--- src/huffman_tree_build_decoder_unit_defines.svh ---
// ----------------------------------------------------------------------------
// Huffman tree build decoder assertion macros
// Shared concurrent assertion forms, clocked on clk and held off in reset.
// ----------------------------------------------------------------------------
`ifndef HUFFMAN_TREE_BUILD_DECODER_UNIT_DEFINES_SVH
`define HUFFMAN_TREE_BUILD_DECODER_UNIT_DEFINES_SVH

// Same-cycle implication.
`define HTBD_ASSERT_NOW(label, ante, cons, msg) \
  label: assert property (@(posedge clk) disable iff (rst) (ante) |-> (cons)) \
    else $error(msg);

// Next-cycle implication.
`define HTBD_ASSERT_NEXT(label, ante, cons, msg) \
  label: assert property (@(posedge clk) disable iff (rst) (ante) |=> (cons)) \
    else $error(msg);

`endif

--- src/htbd_pkg.sv ---
// ----------------------------------------------------------------------------
// Huffman tree build decoder package
// Request codes, register map, widths and shared types.
// ----------------------------------------------------------------------------
package htbd_pkg;

  localparam logic [1:0] MODE_LOAD   = 2'd0;
  localparam logic [1:0] MODE_BUILD  = 2'd1;
  localparam logic [1:0] MODE_DECODE = 2'd2;

  localparam logic       REG_MAX_OUTPUT   = 1'b0;
  localparam int         WEIGHT_W         = 17;
  localparam logic [15:0] MAX_OUTPUT_RESET = 16'hFFFF;

  localparam logic       KIND_BUILD  = 1'b0;
  localparam logic       KIND_DECODE = 1'b1;

  typedef struct packed {
    logic clr;  // restart the minimum search
    logic en;   // present one weight to the search
  } scan_ctl_t;

endpackage

--- src/htbd_min_scan.sv ---
// ----------------------------------------------------------------------------
// Huffman tree build decoder minimum search
// Tracks the two least nonzero weights over an ascending scan.
// ----------------------------------------------------------------------------
module htbd_min_scan #(
  parameter int IW = 10
) (
  input  logic                         clk,
  input  htbd_pkg::scan_ctl_t          ctl,
  input  logic [IW-1:0]                idx,
  input  logic [htbd_pkg::WEIGHT_W-1:0] w,
  output logic                         have1,
  output logic                         have2,
  output logic [IW-1:0]                m1,
  output logic [IW-1:0]                m2,
  output logic [htbd_pkg::WEIGHT_W-1:0] w1,
  output logic [htbd_pkg::WEIGHT_W-1:0] w2
);

  always_ff @(posedge clk) begin
    if (ctl.clr) begin
      have1 <= 1'b0;
      have2 <= 1'b0;
    end else if (ctl.en && (w != '0)) begin
      // strict less-than: lower index wins ties
      if (!have1 || (w < w1)) begin
        m2    <= m1;
        w2    <= w1;
        have2 <= have1;
        m1    <= idx;
        w1    <= w;
        have1 <= 1'b1;
      end else if (!have2 || (w < w2)) begin
        m2    <= idx;
        w2    <= w;
        have2 <= 1'b1;
      end
    end
  end

endmodule

--- config.mk ---
export PLATFORM = sky130hd
export DESIGN_NAME = htbd_min_scan
export DESIGN_NICKNAME = d
export VERILOG_FILES = /design/src/huffman_tree_build_decoder_unit_defines.svh /design/src/htbd_pkg.sv /design/src/htbd_min_scan.sv
export SDC_FILE = /design/constraint.sdc
export NUM_CORES = 1
export LEC_CHECK = 0
export BUFFER_PORTS_ARGS = -buffer_cell sky130_fd_sc_hd__buf_2
export CORE_MARGIN = 8
export CORE_UTILIZATION = 56
export CTS_CLUSTER_SIZE = 16
export DETAILED_ROUTE_END_ITERATION = 10
export GPL_ROUTABILITY_DRIVEN = 0
export PLACE_DENSITY = 0.86
export SLEW_MARGIN = 20
export SYNTH_ARGS = -nofsm -noshare
export SYNTH_HDL_FRONTEND = slang
export SYNTH_SLANG_ARGS = --single-unit
--- constraint.sdc ---
create_clock -name clk -period 5.5 [get_ports clk]
set_input_delay 0.55 -clock clk [delete_from_list [all_inputs] [get_ports clk]]
set_output_delay 0.55 -clock clk [all_outputs]
set_load 0.02 [all_outputs]
==> Yosys cells after proc, flatten, opt, wreduce, memory -nomap -nowiden <==
Index checks and enable logic that the tools add are counted.
{ "totals": {"elab_cells": 26, "reg_bits": 56} }
{ "op_classes": {"bitwise": 1, "n_lt_le_gt_ge": 2, "reduce_logical": 11, "mux": 6} }
{ "op_table": {"columns": ["operator", "count"], "rows": [
  ["$lt 17x17->1", 2],
  ["$mux 17", 2],
  ["$mux 10", 2],
  ["$reduce_bool 17->1", 1],
  ["$reduce_and 3->1", 2],
  ["$reduce_and 2->1", 2],
  ["$logic_not 1->1", 2],
  ["$logic_or 1x1->1", 2],
  ["$mux 1", 2],
  ["$reduce_bool 2->1", 1],
  ["$logic_and 1x1->1", 1],
  ["$not 1->1", 1]
]} }

==> Longest topological paths before layout <==
{ "logic_depth": {"word_depth": 4, "mapped_depth": 10, "depth_no_buf": 8} }

==> Worst setup path before layout <==
Ideal clock, no wire load.
{ "synth_timing": {"kind": "input to register", "from": "input w[10] (netlist name)", "to": "register m2[0] (enable)", "setup_ns": 0.420, "required_ns": 5.080, "stages": 9, "arrival_ns": 3.308, "slack_ns": 1.772, "n_path_buf": 2, "cell_sequence": "ha_1 a21o_1 nand3_1 a21oi_1 a2111oi_0 o2bb2ai_2 buf_6 buf_6 a21oi_1"} }
{ "synth_via": {"elab_chain_len": 4, "word_cells_on_any_way": 8} }
{ "synth_lines": {"columns": ["element", "line_no", "text"], "rows": [
  ["from (decl)", "htbd_min_scan.sv:11", "input logic [htbd_pkg::WEIGHT_W-1:0] w,"],
  ["$lt 17x17->1, on equally long branches", "htbd_min_scan.sv:26, htbd_min_scan.sv:33", null],
  ["$logic_or 1x1->1, on equally long branches", "htbd_min_scan.sv:26, htbd_min_scan.sv:33", null],
  ["$reduce_bool 2->1 (no source line)", null, null],
  ["$reduce_and 3->1 (no source line) (*)", null, null],
  ["to (signal assigned)", "htbd_min_scan.sv:27", "m2 <= m1;"],
  ["to (signal assigned)", "htbd_min_scan.sv:34", "m2 <= idx;"],
  ["to (decl)", "htbd_min_scan.sv:15", "output logic [IW-1:0] m2,"]
]} }
Every way passes the cells marked *; elsewhere a longest branch is shown, timed or not.
A chain may end at the register's enable or synchronous reset.

==> Worst setup path in the final report <==
{ "layout_timing": {"from": "register w1[10] (netlist name)", "to": "register m1[8] (enable)"} }
{ "layout_via": {"elab_chain_len": 3} }
{ "layout_lines": {"columns": ["element", "line_no", "text"], "rows": [
  ["from (decl)", "htbd_min_scan.sv:16", "output logic [htbd_pkg::WEIGHT_W-1:0] w1,"],
  ["from (signal assigned)", "htbd_min_scan.sv:31", "w1 <= w;"],
  ["$lt 17x17->1", "htbd_min_scan.sv:26", "if (!have1 || (w < w1)) begin"],
  ["$logic_or 1x1->1", "htbd_min_scan.sv:26", null],
  ["$reduce_and 3->1 (no source line)", null, null],
  ["to (signal assigned)", "htbd_min_scan.sv:30", "m1 <= idx;"],
  ["to (decl)", "htbd_min_scan.sv:14", "output logic [IW-1:0] m1,"]
]} }
Every way passes these cells.

==> impl_metrics.toml <==
[timing]
clock_skew_ns = 0.007684
fmax_mhz = 282.2
drv_slew = 0
finalCritPeriodShare_pct = 64.43
finalHoldViolCount = 0
grt_setup_unrepaired = "false"
setup_tns_ns = 0
fin_crit_ns = 3.544
slew_headroom_pct = 33.76
worst_pin_slew_ns = 0.9920
setup_viol = 0

[logic_synthesis]
synth_cell_type_count = 27
synth_warnings = 0
avgSynthCellArea_um2 = 13.57
synth_area_um2 = 2917
yosysSeqAreaShare_pct = 56.97
syn_nets = 277
ys_ff_latch = 56
synthCells = 215

[routing]
vias_per_cell = 5.419
drtIter0Drc = 132
postRouteAntennaNets = 0
first_pass_iters = 4
drt-total-wl_um = 6546
drc_errors = 0
num_vias = 2043
wl_per_cell_um = 17.36

[setup_path]
cp-end-kind = "flop"
cp.arrival_ns = 3.54
r2r_start = "w1[10]"
cp_num_buf_inv = 2
r2r-end = "m1[8]"
cp_max_fo = 29
cp_cell_sequence = "inv_1 -> ha_1 -> a21o_1 -> nand3_1 -> a21oi_1 -> a2111oi_0 -> o2bb2ai_4 -> nor2_2 -> buf_4"
worstSetupPathType = "flop to flop"
cp_slowest_cell = "a2111oi_0"
r2r_cells = 9
crit_path_start_kind = "flop"
worst-endpoint-required_ns = 5.50
rrSetupSlack_ns = 1.96
max_stage_delay_ns = 0.71
cp_top_family = "compound AO/OA/AOI/OAI gates"

[clocking]
post_cts_buffers = 0
clock_path_buffers = 2
cts_resized = 0
cts_buffers = 5
clock_latency_ns = 0.31
cts_tree = "built"
path_clk_slew_ns = 0.10
htree_levels = 2
cts_sinks = 56
root_buffer = "clkbuf_8"
postCtsHoldBufs = 0

[final_layout]
seq_area_um2 = 1662
drive_above_1_share_pct = 41.37
layout_commonest_cell = "buf_2"
area_delta_synth_final_pct = 21.62
multi_input_area_um2 = 1119
final_nets = 368
layout_common_cells = "buf_2, edfxtp_1, inv_1"
fill_cells = 380
diodes = 0

[power_and_ir_drop]
finalPower_uw = 925.3
vdd.ir_drop.worst_uv = 212.9
p_leak_nw = 1.598
powerDensity_nw_per_um2 = 260.9

[die]
std_cell_rows = 26
die_x_um = 88.17
core_um2 = 5075
initial_core_util_pct = 57.47
die_area_um2 = 7773
io_pins = 86
die_height_um = 88.17

[worst_hold_path]
hold_class = "input port to flop"
holdPathEnd = "m1[6]"
holdPathStages = 1
holdCritStartpoint = "idx[6]"

[placed_design]
port_buffers = 85
dp_hpwl_um = 5135

[global_routing]
gr-total-overflow = 0
grt_max_degree = 30
antenna_found_initial = 0
track_usage_pct = 17.30
grt_pass1_vias = 2172
grt_pass1_wl_um = 10230

[flow_run]
cap_violations = 0

[status]
status = "finished clean"
## flip-flops by register name, indices dropped and copies added, names as in the netlist
signal,flops
w1,17
m1,10
have1,1
have2,1
m2,10
w2,17
## logic make-up after synthesis
family	after synthesis	share of synthesized area, %
compound gates	30	6.821
fa+ha+maj	32	13.73
buf+inv	37	5.319
flops	56	56.97
mux	27	11.45
simple gates	33	5.706
## synth_stat cells
cell type  instances  share of area (%)
a2111oi_0          1               0.30
a2111oi_2          1               0.51
a211oi_1           3               0.77
a21o_1             2               0.51
a21oi_1           14                2.4
a22o_1             1               0.30
buf_2              1               0.17
buf_6              2               0.77
dfxtp_1            2                1.4
edfxtp_1          54                 56
ha_1              32                 14
inv_1             34                4.4
mux2_2            19                7.3
mux2_4             8                4.1
nand2_1            8                1.0
nand2b_4           1               0.47
nand3_1            4               0.69
nand4_1            6                1.3
nor2_1             8                1.0
nor3_1             2               0.34
nor4_1             3               0.64
o21a_1             1               0.26
o21ai_0            4               0.69
o21bai_1           1               0.26
o2bb2ai_2          1               0.51
o41ai_1            1               0.30
or2_2              1               0.21
## through the flow
| stage | instance area, um^2 | worst slack [ns] | cells | util [%] | hold WS [ns] |
|---|---|---|---|---|---|
| 2_1_floorplan | 2917 | 1.772 | 215 | - | 0.5988 |
| 3_3_place_gp | 3436 | 1.778 | 369 | 67.70 | 0.5417 |
| 3_5_place_dp | 3436 | 1.671 | 369 | 67.70 | 0.5659 |
| 4_1_cts | 3547 | 1.945 | 377 | 69.90 | 0.4212 |
| 5_1_grt | 3547 | 1.696 | 377 | 69.90 | 0.4222 |
| 6_report | 3547 | 1.956 | 377 | 69.90 | 0.4320 |
## worst max path at each step
stage | startpoint | endpoint | slack [ns] | cells after the start
after global placement | w[10] | m1[8] | 1.78 | 9
after floorplan | w[10] | m2[0] | 1.77 | 9
after detailed placement | w[10] | m1[2] | 1.67 | 9
after CTS | w1[10] | m1[8] | 1.94 | 9
final | w1[10] | m1[8] | 1.96 | 9
after global routing | w1[10] | m1[8] | 1.70 | 9
## report_power, final
| group | switching, mW | total (mW) | internal, mW |
|---|---|---|---|
| sequential | 0.0109 | 0.504 | 0.493 |
| combinational | 0.0928 | 0.156 | 0.0636 |
| clock | 0.127 | 0.265 | 0.138 |
| total | 0.231 | 0.925 | 0.694 |
## area by class of cell
class / count / share of cell area, %
Sequential cell: 56 / 46.84
Multi-Input combinational cell: 122 / 31.53
Timing Repair Buffer: 87 / 12.42
Inverter: 34 / 3.598
Tap cell: 70 / 2.469
Clock buffer: 6 / 2.046
Clock inverter: 2 / 1.093
## per-layer routing
layer,track usage [%],share of wire [%],vias up
met5,0,0,-
met2,29.19,50,79
met1,20.01,40,978
li1,-,-,978
met3,4.972,9.0,8
met4,7.220,1.5,0
(Power assumes the default switching activity.)
